### src/qpe_pkg.sv
// ============================================================================
// qpe_pkg - quoted-printable encoder package
// Shared character codes, descriptor type and hex digit helper.
// ============================================================================
package qpe_pkg;

  // Character codes
  localparam logic [7:0] QPE_CHAR_EQ    = 8'h3D;
  localparam logic [7:0] QPE_CHAR_CR    = 8'h0D;
  localparam logic [7:0] QPE_CHAR_LF    = 8'h0A;
  localparam logic [7:0] QPE_CHAR_TAB   = 8'h09;
  localparam logic [7:0] QPE_CHAR_SPACE = 8'd32;
  localparam logic [7:0] QPE_CHAR_DEL   = 8'd127;
  localparam logic [3:0] QPE_NIBBLE     = 4'hF;

  // Configuration
  localparam logic [7:0] QPE_MAX_LINE_RESET = 8'd76;
  localparam int         QPE_ADDR_W         = 3;
  localparam logic       QPE_REG_MAX_LINE   = 1'b0;   // paddr[2] of register 0

  // Decoupling queue
  localparam int QPE_FIFO_DEPTH = 4;

  // Output sequencing: up to six bytes per item
  localparam int QPE_IDX_W = 3;

  // Line counter
  localparam int QPE_CNT_W = 9;

  typedef struct packed {
    logic       brk;    // soft break '=' CR LF ahead of the byte
    logic       esc;    // byte goes out as '=' and two hex digits
    logic [7:0] data;   // raw byte
  } qpe_desc_t;

  function automatic logic [7:0] qpe_hex_digit(input logic [3:0] v);
    logic [3:0] n;
    n = v & QPE_NIBBLE;
    if (n < 4'd10) begin
      return 8'h30 + {4'b0000, n};
    end else begin
      return 8'h41 + {4'b0000, n} - 8'd10;
    end
  endfunction

endpackage

### src/qpe_in_if.sv
// ============================================================================
// qpe_in_if - raw byte channel
// Valid/ready channel carrying one message byte and the message-start flag.
// ============================================================================
interface qpe_in_if;
  logic       valid;
  logic       ready;
  logic [7:0] data_byte;
  logic       message_start;

  modport source (output valid, output data_byte, output message_start, input ready);
  modport sink   (input valid, input data_byte, input message_start, output ready);
endinterface

### src/qpe_out_if.sv
// ============================================================================
// qpe_out_if - encoded byte channel
// Valid/ready channel carrying one encoded byte and the end-of-run marker.
// ============================================================================
interface qpe_out_if;
  logic       valid;
  logic       ready;
  logic [7:0] out_byte;
  logic       last_of_run;

  modport source (output valid, output out_byte, output last_of_run, input ready);
  modport sink   (input valid, input out_byte, input last_of_run, output ready);
endinterface

### src/qpe_front.sv
// ============================================================================
// qpe_front - classifier and line counter
// Accepts raw bytes, classifies them, tracks line length, decides soft breaks.
// ============================================================================
module qpe_front import qpe_pkg::*; (
  input  logic        clk,
  input  logic        rst,
  qpe_in_if.sink      in_ch,
  input  logic [7:0]  max_line_length,
  input  logic        full,
  output logic        push,
  output qpe_desc_t   desc
);

  logic [QPE_CNT_W-1:0] line_count;
  logic [QPE_CNT_W-1:0] line_count_next;
  logic [QPE_CNT_W-1:0] base;
  logic [QPE_CNT_W-1:0] len;
  logic [QPE_CNT_W-1:0] sum;
  logic [7:0]           b;
  logic                 pass;
  logic                 is_lf;
  logic                 esc;
  logic                 brk;

  assign in_ch.ready = !full;
  assign push        = in_ch.valid && in_ch.ready;
  assign b           = in_ch.data_byte;

  always_comb begin
    pass  = (b != QPE_CHAR_EQ && b > QPE_CHAR_SPACE && b < QPE_CHAR_DEL) ||
            b == QPE_CHAR_SPACE || b == QPE_CHAR_TAB || b == QPE_CHAR_CR;
    is_lf = (b == QPE_CHAR_LF);
    esc   = !pass && !is_lf;
    len   = esc ? QPE_CNT_W'(3) : QPE_CNT_W'(1);
    base  = in_ch.message_start ? '0 : line_count;
    sum   = is_lf ? QPE_CNT_W'(1) : base + len;
    brk   = sum >= {1'b0, max_line_length};
    line_count_next = brk ? len : sum;
    desc.brk  = brk;
    desc.esc  = esc;
    desc.data = b;
  end

  always_ff @(posedge clk) begin
    if (rst) begin
      line_count <= '0;
    end else if (push) begin
      line_count <= line_count_next;
    end
  end

  // count stays below max, or at most 3 after a break, so within the 257 checked here
  a_count_range: assert property (@(posedge clk) disable iff (rst)
    line_count <= QPE_CNT_W'(257))
    else $error("line count out of range");

  a_lf_restart: assert property (@(posedge clk) disable iff (rst)
    (push && is_lf && !brk) |=> line_count == QPE_CNT_W'(1))
    else $error("LF did not restart line count");

endmodule

### src/qpe_fifo.sv
// ============================================================================
// qpe_fifo - descriptor queue
// Small first-word-fall-through queue between classifier and emitter.
// ============================================================================
module qpe_fifo import qpe_pkg::*; #(
  parameter int Depth = QPE_FIFO_DEPTH
) (
  input  logic      clk,
  input  logic      rst,
  input  logic      push,
  input  qpe_desc_t wr_data,
  output logic      full,
  input  logic      pop,
  output logic      valid,
  output qpe_desc_t rd_data
);

  localparam int PtrW = (Depth > 1) ? $clog2(Depth) : 1;
  localparam int CntW = $clog2(Depth + 1);

  qpe_desc_t       mem [Depth];
  logic [PtrW-1:0] wr_ptr;
  logic [PtrW-1:0] rd_ptr;
  logic [CntW-1:0] count;
  logic            do_pop;

  assign full    = (count == CntW'(Depth));
  assign valid   = (count != '0);
  assign rd_data = mem[rd_ptr];
  assign do_pop  = pop && valid;

  always_ff @(posedge clk) begin
    if (push) begin
      mem[wr_ptr] <= wr_data;
    end
  end

  always_ff @(posedge clk) begin
    if (rst) begin
      wr_ptr <= '0;
      rd_ptr <= '0;
      count  <= '0;
    end else begin
      if (push) begin
        wr_ptr <= (wr_ptr == PtrW'(Depth - 1)) ? '0 : wr_ptr + 1'b1;
      end
      if (do_pop) begin
        rd_ptr <= (rd_ptr == PtrW'(Depth - 1)) ? '0 : rd_ptr + 1'b1;
      end
      unique case ({push, do_pop})
        2'b10:   count <= count + 1'b1;
        2'b01:   count <= count - 1'b1;
        default: count <= count;
      endcase
    end
  end

endmodule

### src/qpe_back.sv
// ============================================================================
// qpe_back - byte emitter
// Walks each descriptor out as 1 to 6 bytes into a registered output stage.
// ============================================================================
module qpe_back import qpe_pkg::*; (
  input  logic      clk,
  input  logic      rst,
  input  logic      fifo_valid,
  input  qpe_desc_t desc,
  output logic      pop,
  qpe_out_if.source out_ch
);

  logic [QPE_IDX_W-1:0] idx;
  logic [QPE_IDX_W-1:0] idx_next;
  logic [QPE_IDX_W-1:0] k;
  logic [QPE_IDX_W-1:0] last_k;
  logic                 brk_phase;
  logic                 last;
  logic                 advance;
  logic [7:0]           sel_byte;
  logic                 out_valid;
  logic [7:0]           out_byte;
  logic                 last_of_run;

  assign advance = fifo_valid && (!out_valid || out_ch.ready);

  always_comb begin
    brk_phase = desc.brk && (idx < QPE_IDX_W'(3));
    k         = desc.brk ? idx - QPE_IDX_W'(3) : idx;
    last_k    = desc.esc ? QPE_IDX_W'(2) : '0;
    last      = !brk_phase && (k == last_k);
    sel_byte  = desc.data;
    if (brk_phase) begin
      priority if (idx == '0)             sel_byte = QPE_CHAR_EQ;
      else if (idx == QPE_IDX_W'(1))      sel_byte = QPE_CHAR_CR;
      else                                sel_byte = QPE_CHAR_LF;
    end else if (desc.esc) begin
      priority if (k == '0)               sel_byte = QPE_CHAR_EQ;
      else if (k == QPE_IDX_W'(1))        sel_byte = qpe_hex_digit(desc.data[7:4]);
      else                                sel_byte = qpe_hex_digit(desc.data[3:0]);
    end
    pop      = advance && last;
    idx_next = idx;
    if (advance) begin
      idx_next = last ? '0 : idx + 1'b1;
    end
  end

  always_ff @(posedge clk) begin
    if (rst) begin
      idx       <= '0;
      out_valid <= 1'b0;
    end else begin
      idx <= idx_next;
      if (advance) begin
        out_valid <= 1'b1;
      end else if (out_ch.ready) begin
        out_valid <= 1'b0;
      end
    end
  end

  always_ff @(posedge clk) begin
    if (advance) begin
      out_byte    <= sel_byte;
      last_of_run <= last;
    end
  end

  assign out_ch.valid       = out_valid;
  assign out_ch.out_byte    = out_byte;
  assign out_ch.last_of_run = last_of_run;

  a_idx_range: assert property (@(posedge clk) disable iff (rst)
    idx <= QPE_IDX_W'(5))
    else $error("emit index out of range");

  a_pop_rewinds: assert property (@(posedge clk) disable iff (rst)
    pop |=> idx == '0)
    else $error("index not rewound after descriptor done");

  a_pop_marks_last: assert property (@(posedge clk) disable iff (rst)
    pop |=> (out_valid && last_of_run))
    else $error("final byte not flagged last_of_run");

endmodule

### src/quoted_printable_encoder_unit.sv
// ============================================================================
// quoted_printable_encoder_unit - quoted-printable encoder top level
// Encodes one raw byte per transaction into its quoted-printable byte run,
// inserting soft line breaks at the programmed line length.
// ============================================================================
//
//  Channel  Dir  Carries                          Completes when
//  -------  ---  -------------------------------  ---------------------------
//  in_ch    in   data_byte, message_start         in_ch.valid & in_ch.ready
//  out_ch   out  out_byte, last_of_run            out_ch.valid & out_ch.ready
//  APB      in   max_line_length at 0x0           psel & penable & pwrite
//
//  Flow: one encoded byte leaves per cycle while out_ch is ready; an input
//  transaction yields 1 (plain), 3 (escaped), 4 (plain + break) or 6
//  (escaped + break) bytes, moved by the emitter through its output register.
//  The first byte passes the descriptor queue and the emitter output register
//  before it is presented, and completes when out_ch.ready is high.
//  Reset (rst, synchronous): line count 0, queue empty, output idle,
//  max_line_length = 76.
//  Stalls: the descriptor queue lets input keep flowing while out_ch stalls,
//  until the queue fills.
// ============================================================================
module quoted_printable_encoder_unit import qpe_pkg::*; #(
  parameter int FifoDepth = QPE_FIFO_DEPTH
) (
  input  logic                  clk,
  input  logic                  rst,
  qpe_in_if.sink                in_ch,
  qpe_out_if.source             out_ch,
  input  logic                  psel,
  input  logic                  penable,
  input  logic                  pwrite,
  input  logic [QPE_ADDR_W-1:0] paddr,
  input  logic [31:0]           pwdata,
  output logic [31:0]           prdata,
  output logic                  pready
);

  // --------------------------------------------------------------------------
  // Configuration register
  // --------------------------------------------------------------------------
  logic [7:0] max_line_length;
  logic       cfg_wr;

  assign pready = 1'b1;
  assign cfg_wr = psel && penable && pwrite && pready;

  always_ff @(posedge clk) begin
    if (rst) begin
      max_line_length <= QPE_MAX_LINE_RESET;
    end else if (cfg_wr && paddr[2] == QPE_REG_MAX_LINE) begin
      max_line_length <= pwdata[7:0];
    end
  end

  // read back; only word 0 decodes, low address bits ignored
  always_comb begin
    prdata = '0;
    if (paddr[2] == QPE_REG_MAX_LINE) begin
      prdata = {24'b0, max_line_length};
    end
  end

  // --------------------------------------------------------------------------
  // Front: classify byte, update line count, decide soft break
  // --------------------------------------------------------------------------
  logic      push;
  logic      full;
  qpe_desc_t front_desc;

  qpe_front u_front (
    .clk             (clk),
    .rst             (rst),
    .in_ch           (in_ch),
    .max_line_length (max_line_length),
    .full            (full),
    .push            (push),
    .desc            (front_desc)
  );

  // --------------------------------------------------------------------------
  // Descriptor queue: decouples input acceptance from byte emission
  // --------------------------------------------------------------------------
  logic      pop;
  logic      fifo_valid;
  qpe_desc_t back_desc;

  qpe_fifo #(
    .Depth (FifoDepth)
  ) u_fifo (
    .clk     (clk),
    .rst     (rst),
    .push    (push),
    .wr_data (front_desc),
    .full    (full),
    .pop     (pop),
    .valid   (fifo_valid),
    .rd_data (back_desc)
  );

  // --------------------------------------------------------------------------
  // Back: expand descriptor into '=' CR LF and the encoded byte(s)
  // --------------------------------------------------------------------------
  qpe_back u_back (
    .clk        (clk),
    .rst        (rst),
    .fifo_valid (fifo_valid),
    .desc       (back_desc),
    .pop        (pop),
    .out_ch     (out_ch)
  );

endmodule
### src/flat_wrapper.sv
// flat-port wrapper written by rule: the top's interface ports become plain ports
module quoted_printable_encoder_unit_flat import qpe_pkg::*;
#(
  parameter int FifoDepth = QPE_FIFO_DEPTH
)
  (clk, rst, psel, penable, pwrite, paddr, pwdata, prdata, pready, in_ch_valid, in_ch_data_byte, in_ch_message_start, in_ch_ready, out_ch_valid, out_ch_out_byte, out_ch_last_of_run, out_ch_ready);
  qpe_in_if in_ch_i ();
  qpe_out_if out_ch_i ();
  input  logic clk;
  input  logic rst;
  input  logic psel;
  input  logic penable;
  input  logic pwrite;
  input  logic [QPE_ADDR_W-1:0] paddr;
  input  logic [31:0] pwdata;
  output logic [31:0] prdata;
  output logic pready;
  input wire logic [$bits(in_ch_i.valid)-1:0] in_ch_valid;
  input wire logic [$bits(in_ch_i.data_byte)-1:0] in_ch_data_byte;
  input wire logic [$bits(in_ch_i.message_start)-1:0] in_ch_message_start;
  output wire logic [$bits(in_ch_i.ready)-1:0] in_ch_ready;
  output wire logic [$bits(out_ch_i.valid)-1:0] out_ch_valid;
  output wire logic [$bits(out_ch_i.out_byte)-1:0] out_ch_out_byte;
  output wire logic [$bits(out_ch_i.last_of_run)-1:0] out_ch_last_of_run;
  input wire logic [$bits(out_ch_i.ready)-1:0] out_ch_ready;
  assign in_ch_i.valid = in_ch_valid;
  assign in_ch_i.data_byte = in_ch_data_byte;
  assign in_ch_i.message_start = in_ch_message_start;
  assign in_ch_ready = in_ch_i.ready;
  assign out_ch_valid = out_ch_i.valid;
  assign out_ch_out_byte = out_ch_i.out_byte;
  assign out_ch_last_of_run = out_ch_i.last_of_run;
  assign out_ch_i.ready = out_ch_ready;
  quoted_printable_encoder_unit #(.FifoDepth(FifoDepth)) u_core (.clk(clk), .rst(rst), .in_ch(in_ch_i), .out_ch(out_ch_i), .psel(psel), .penable(penable), .pwrite(pwrite), .paddr(paddr), .pwdata(pwdata), .prdata(prdata), .pready(pready));
endmodule
### config.mk
export PLATFORM = sky130hd
export DESIGN_NAME = quoted_printable_encoder_unit_flat
export DESIGN_NICKNAME = d
export VERILOG_FILES = /design/src/qpe_pkg.sv /design/src/qpe_in_if.sv /design/src/qpe_out_if.sv /design/src/qpe_front.sv /design/src/qpe_fifo.sv /design/src/qpe_back.sv /design/src/quoted_printable_encoder_unit.sv /design/src/flat_wrapper.sv
export SDC_FILE = /design/constraint.sdc
export NUM_CORES = 1
export LEC_CHECK = 0
export BUFFER_PORTS_ARGS = -buffer_cell sky130_fd_sc_hd__buf_4
export CAP_MARGIN = 20
export CORE_ASPECT_RATIO = 0.9
export CORE_MARGIN = 10
export CORE_UTILIZATION = 54
export DETAILED_ROUTE_END_ITERATION = 12
export PLACE_DENSITY = 0.81
export REMOVE_ABC_BUFFERS = 1
export SLEW_MARGIN = 20
export SYNTH_ARGS = -nofsm -noshare
export SYNTH_HDL_FRONTEND = slang
export SYNTH_SLANG_ARGS = --single-unit
### constraint.sdc
create_clock -name clk -period 5.5 [get_ports clk]
set_clock_uncertainty 0.1 [all_clocks]
set_input_delay 1.1 -clock clk [delete_from_list [all_inputs] [get_ports clk]]
set_output_delay 1.1 -clock clk [all_outputs]
set_load 0.03 [all_outputs]
Word-level counts from Yosys, hierarchy flattened
Memory sizes are Yosys's and may differ from the RTL's. A register that Yosys moved wholly into a read port is not among the register bits.
Index checks and enable logic that the tools add are counted.
{ "totals": {"reg_bits": 37, "ram_bits": 40, "word_cells": 94, "memories": 1} }
{ "classes": {"add_sub_neg": 13, "n_lt_le_gt_ge": 6, "n_eq_ne": 13, "n_mux": 25, "n_bitwise": 1, "reduce_logical": 26} }
{ "memory_table": {"columns": ["name", "depth", "width", "rd", "rd_clocked_by_memory_dff", "wr", "line", "rtl"], "rows": [
  ["u_core.u_fifo.mem", 4, 10, 1, 1, 1, "qpe_fifo.sv:21", "qpe_desc_t mem [Depth];"]
]} }
{ "op_table": {"columns": ["cell", "count"], "rows": [
  ["$mux W8", 8],
  ["$mux W9", 3],
  ["$eq A8 B4 Y1 const B", 3],
  ["$add A7 B4 Y8 const A", 2],
  ["$sub A8 B4 Y8 const B", 2],
  ["$add A6 B4 Y7 const A", 2],
  ["$logic_and A1 B1 Y1", 12],
  ["$mux W2", 6],
  ["$add A9 B2 Y9", 1],
  ["$ge A9 B8 Y1", 1],
  ["$mux W3", 3],
  ["$eq A8 B6 Y1 const B", 1],
  ["$gt A8 B6 Y1 const B", 1],
  ["$lt A4 B4 Y1 const B", 2],
  ["$lt A8 B7 Y1 const B", 1],
  ["$ne A8 B6 Y1 const B", 1],
  ["$add A3 B1 Y3 const B", 2],
  ["$eq A2 B2 Y1 const B", 3],
  ["$eq A3 B1 Y1 const B", 2],
  ["$logic_not A3 Y1", 2],
  ["$pmux W3 S2", 1],
  ["$logic_not A1 Y1", 5],
  ["$add A2 B1 Y2 const B", 2],
  ["$logic_or A1 B1 Y1", 4],
  ["10 further kinds", 14]
]} }

Longest topological paths before layout
{ "depth": {"depth_word": 13, "depth_mapped": 15, "ltp_nobuf": 15} }

Cells and area by module
From an unflattened synthesis, not the netlist that was laid out.
{ "hier_totals": {"hier_cells": 413, "area_unflattened_um2": 4599.4} }
{ "modules_own_cells": {"columns": ["mod", "n_inst", "cells_per_inst", "area_each_um2", "seq_area_each_um2"], "rows": [
  ["qpe_fifo", 1, 101, 1916.8, 1381.3],
  ["qpe_back", 1, 111, 1036.0, 350.3],
  ["qpe_front", 1, 131, 1031.0, 180.2],
  ["quoted_printable_encoder_unit", 1, 70, 615.6, 160.2]
]} }

Worst setup path before layout
Ideal clock, no wire load.
{ "synth_timing": {"path_kind": "input to register", "from": "in in_ch_data_byte[7]", "to": "reg u_core.u_front.line_count[2]", "arrival_time_ns": 4.559, "path_slack_ns": 0.780, "stages": 15, "cell_sequence": "nor4_1 nand3_1 o311a_1 ha_1 a21o_1 nor4bb_1 nand3_1 xor2_1 nor2_1 ha_1 and3_1 a221oi_1 o211ai_1 nor3_1 a22o_1"} }
{ "synth_between": {"elab_chain_len": 13, "word_cells_on_any_way": 20, "cone_classes": "add/sub: 1; order compare: 3; eq/ne: 5; mux: 3; reduce/logical: 8"} }
{ "synth_rtl": {"columns": ["element", "line", "rtl"], "rows": [
  ["from (decl)", "flat_wrapper.sv:19", "input wire logic [$bits(in_ch_i.data_byte)-1:0] in_ch_data_byte;"],
  ["$gt A8 B6 Y1 or $ne A8 B6 Y1 (tied branches)", "qpe_front.sv:31", "pass = (b != QPE_CHAR_EQ && b > QPE_CHAR_SPACE && b < QPE_CHAR_DEL) ||"],
  ["$logic_and A1 B1 Y1 (2 in series)", "qpe_front.sv:31", null],
  ["$logic_or A1 B1 Y1", "qpe_front.sv:31", null],
  ["$logic_or A1 B1 Y1 (2 in series)", "qpe_front.sv:32", "b == QPE_CHAR_SPACE || b == QPE_CHAR_TAB || b == QPE_CHAR_CR;"],
  ["$logic_not A1 Y1", "qpe_front.sv:34", "esc = !pass && !is_lf;"],
  ["$logic_and A1 B1 Y1 *", "qpe_front.sv:34", null],
  ["net u_core.u_front.esc", "qpe_front.sv:23", "logic esc;"],
  ["$mux W2 *", "qpe_front.sv:35", "len = esc ? QPE_CNT_W'(3) : QPE_CNT_W'(1);"],
  ["$add A9 B2 Y9 *", "qpe_front.sv:37", "sum = is_lf ? QPE_CNT_W'(1) : base + len;"],
  ["$mux W9 *", "qpe_front.sv:37", null],
  ["$ge A9 B8 Y1 *", "qpe_front.sv:38", "brk = sum >= {1'b0, max_line_length};"],
  ["net u_core.u_front.brk", "qpe_front.sv:24", "logic brk;"],
  ["$mux W9 *", "qpe_front.sv:39", "line_count_next = brk ? len : sum;"],
  ["to (signal assigned)", "qpe_front.sv:49", "line_count <= line_count_next;"],
  ["to (decl)", "qpe_front.sv:15", "logic [QPE_CNT_W-1:0] line_count;"]
]} }
The timed path passes the listed nets; every way through them passes the cells marked *.
A chain may end at the register's enable or synchronous reset.

Worst setup path in the final report
{ "layout_timing": {"from": "in in_ch_data_byte[7]", "to": "reg u_core.u_front.line_count[6]"} }
The elaborated chain is that of the path after synthesis.

==> results.json <==
{
  "syn_area_per_cell_um2": 11.1,
  "track_usage_pct": 14.0,
  "hold_viol": 0,
  "ys_seq_elements": 79,
  "dieHeight_um": 103,
  "p_leak_nw": 1.81,
  "firstDrtPassIters": 4,
  "grt_pass1_vias": 2882,
  "viasPerCell": 5.51,
  "gp_congestion": 0.895,
  "run_status": "completed",
  "synth_commonest_cells": "edfxtp_1, nor2_1, dfxtp_1",
  "clkTransAtPathRegs_ps": 80,
  "synth_edf_count": 49,
  "final_antenna_net_count": 0,
  "ys.flop_type": "edfxtp_1",
  "min_path_type": "reg2reg",
  "synth_simple_gate_area_share_pct": 13.2,
  "hold_buffers": 0,
  "fin_area_um2": 4650,
  "core_um2": 7510,
  "rsz0062_at_grt": "false",
  "combPwrFrac_pct": 35.9,
  "switchingPower_mw": 0.673,
  "grt-ovfl-total": 0,
  "crit_arrival_ps": 5030,
  "setup_viol": 0,
  "antenna_found_initial": 0,
  "grt_max_degree": 24,
  "cts_buffers": 9,
  "grt_pass1_wl_mm": 13.3,
  "synth_top_family_by_area": "simple AND/OR/NAND/NOR gates",
  "max_slew.worst_pin.slew_ps": 719,
  "die_area_um2": 11600,
  "synthAdderAreaFrac_pct": 7.24,
  "max-clock-path-buffers": 2,
  "finalMaxSlewViolations": 0,
  "drive_gt1_share_pct": 18.0,
  "pwr-share-clk_pct": 21.7,
  "totalWireLength_mm": 8.06,
  "yosys.cell_count.top_type": "edfxtp_1",
  "antennaDiodeCount": 0,
  "io_buffers": 43,
  "finalCritPeriodShare_pct": 88.2,
  "synth_cell_types": 60,
  "synth-seq-area-share_pct": 50.0,
  "synthMuxAreaShare_pct": 7.18,
  "cts_tree": "done",
  "drt_iter0_markers": 112,
  "crit_type": "in2reg",
  "fmaxAchievable_ghz": 0.206,
  "synth_area_leaders": "edfxtp_1, dfxtp_1, ha_1, mux4_2, buf_4",
  "stdcell_count": 519,
  "p_per_area_nw_per_um2": 405,
  "start_kind": "primary input",
  "initial_core_util_pct": 55.2,
  "fin_tns_setup_ps": 0,
  "async_reset_ff_share_pct": 0,
  "p_int_mw": 1.21,
  "std_cell_rows": 30,
  "synth_xor_area_share_pct": 2.75,
  "critPathMaxFanout": 7,
  "cp.required_ps": 5680,
  "maxCapViolCount": 0,
  "insertion_delay_ps": 340,
  "slew_headroom_pct": 52.0,
  "num_vias": 2858,
  "yosys.area.top_type": "edfxtp_1",
  "cp-end-kind": "register",
  "ys.warnings.count": 0,
  "drc": 0,
  "root_buffer": "clkbuf_8",
  "synthToLayoutAreaGrowth_pct": 12.1,
  "clkSinkCount": 79,
  "chipWidth_um": 112,
  "syn-cell-area_um2": 4150,
  "netlist.area_leader.share_pct": 35.5,
  "switching_share_pct": 35.8,
  "dp_cells": 503,
  "io_pins": 95,
  "synthCells": 373,
  "fill_cells": 606,
  "post-cts-setup-buffers": 0,
  "fin_nets": 491,
  "min_period_ps": 4850,
  "place_area_um2": 4460,
  "peakVddDrop_mv": 0.140,
  "dp_hpwl_mm": 6.08,
  "power_frac_seq_pct": 42.4,
  "cts_resized": 0,
  "synth-compound-area-share_pct": 11.7,
  "wl_per_cell_um": 15.5,
  "htree_levels": 3
}
[critical path, stage by stage]
cell and delay (ps):
buf_4 130, nor4_1 370, nand3_1 230, o311a_1 290, ha_1 320, a21o_1 110
nor4bb_1 460, nand3_1 160, xor2_1 170, nor2_1 150, ha_1 260, and3_1 200
a221oi_1 260, o211ai_1 290, nor3_1 210, buf_4 180, a22o_1 130
[per-stage QoR]
step | hold WS (ps) | setup slack [ps] | power, mW | util [%]
floorplan | 330 | 780 | 1.29 | -
finish | 359 | 650 | 1.88 | 61.9
CTS | 363 | 630 | 1.89 | 61.9
global placement | 343 | 387 | 1.45 | 59.4
global route | 386 | 249 | 2.00 | 61.9
detailed placement | 352 | 300 | 1.49 | 59.4
[power groups by stage]
stage | logic, mW | clock network (mW) | registers (mW)
after floorplan | 0.416 | 0 | 0.878
after global placement | 0.646 | 0 | 0.807
after detailed placement | 0.672 | 0 | 0.814
after CTS | 0.675 | 0.417 | 0.800
after global routing | 0.740 | 0.445 | 0.812
final | 0.676 | 0.408 | 0.799
[cells in the final DEF (no fill, tap or decap), types with 9 or more instances in the layout]
master,netlist,routed
clkbuf_8,0,9
a21oi_1,23,23
inv_1,24,24
buf_4,25,45
mux4_2,10,10
nand2_1,28,28
nor2_1,36,36
ha_1,20,20
dfxtp_1,30,30
edfxtp_1,49,49
conb_1,2,25
[layout make-up]
cell class                 instances  area (um2)  area share [%]
sequential                        79        2070            44.6
multi-input combinational        259        1840            39.6
timing repair buffer              45         338            7.27
clock buffer                      10         128            2.75
tap                               96         120            2.58
inverter                          24        90.1            1.94
clock inverter                     6        61.3            1.32
[state kept, by name (all words and copies together), names as in the netlist, 2 cells and up, named ones only]
name / flops
u_core.u_fifo.wr_ptr: 2
u_core.u_fifo.count: 3
u_core.u_fifo.rd_ptr: 2
u_core.u_back.idx: 3
u_core.u_front.line_count: 9
u_core.max_line_length: 8
u_core.u_back.out_ch.out_byte: 8
u_core.u_fifo.mem: 40
[worst paths after layout]
kind | slack [ps] | cells after the start | to | start
setup / recovery | 650 | 17 | u_core.u_front.line_count[6] | in_ch_data_byte[7]
hold / removal | 360 | 2 | u_core.max_line_length[1] | u_core.max_line_length[1]
setup reg to reg | 1740 | 10 | u_core.u_fifo.count[2] | register
hold reg to reg | 360 | 2 | u_core.max_line_length[1] | u_core.max_line_length[1]
[layer usage]
metal	global-route usage [%]	part of all wire, %
met1	14.7	39
met2	25.2	51
met3	5.88	8.7
met4	4.09	1.5
met5	0	0
[cells by family (layout without fill, tap and decap cells)]
kind of cell | Yosys count | count (layout)
buf+inv | 58 | 85
fa+ha+maj | 23 | 23
simple gates | 111 | 111
flops | 79 | 79
compound gates | 70 | 70
mux | 17 | 17
other cells | 2 | 25
xor+xnor | 13 | 13
(Power assumes the default switching activity.)
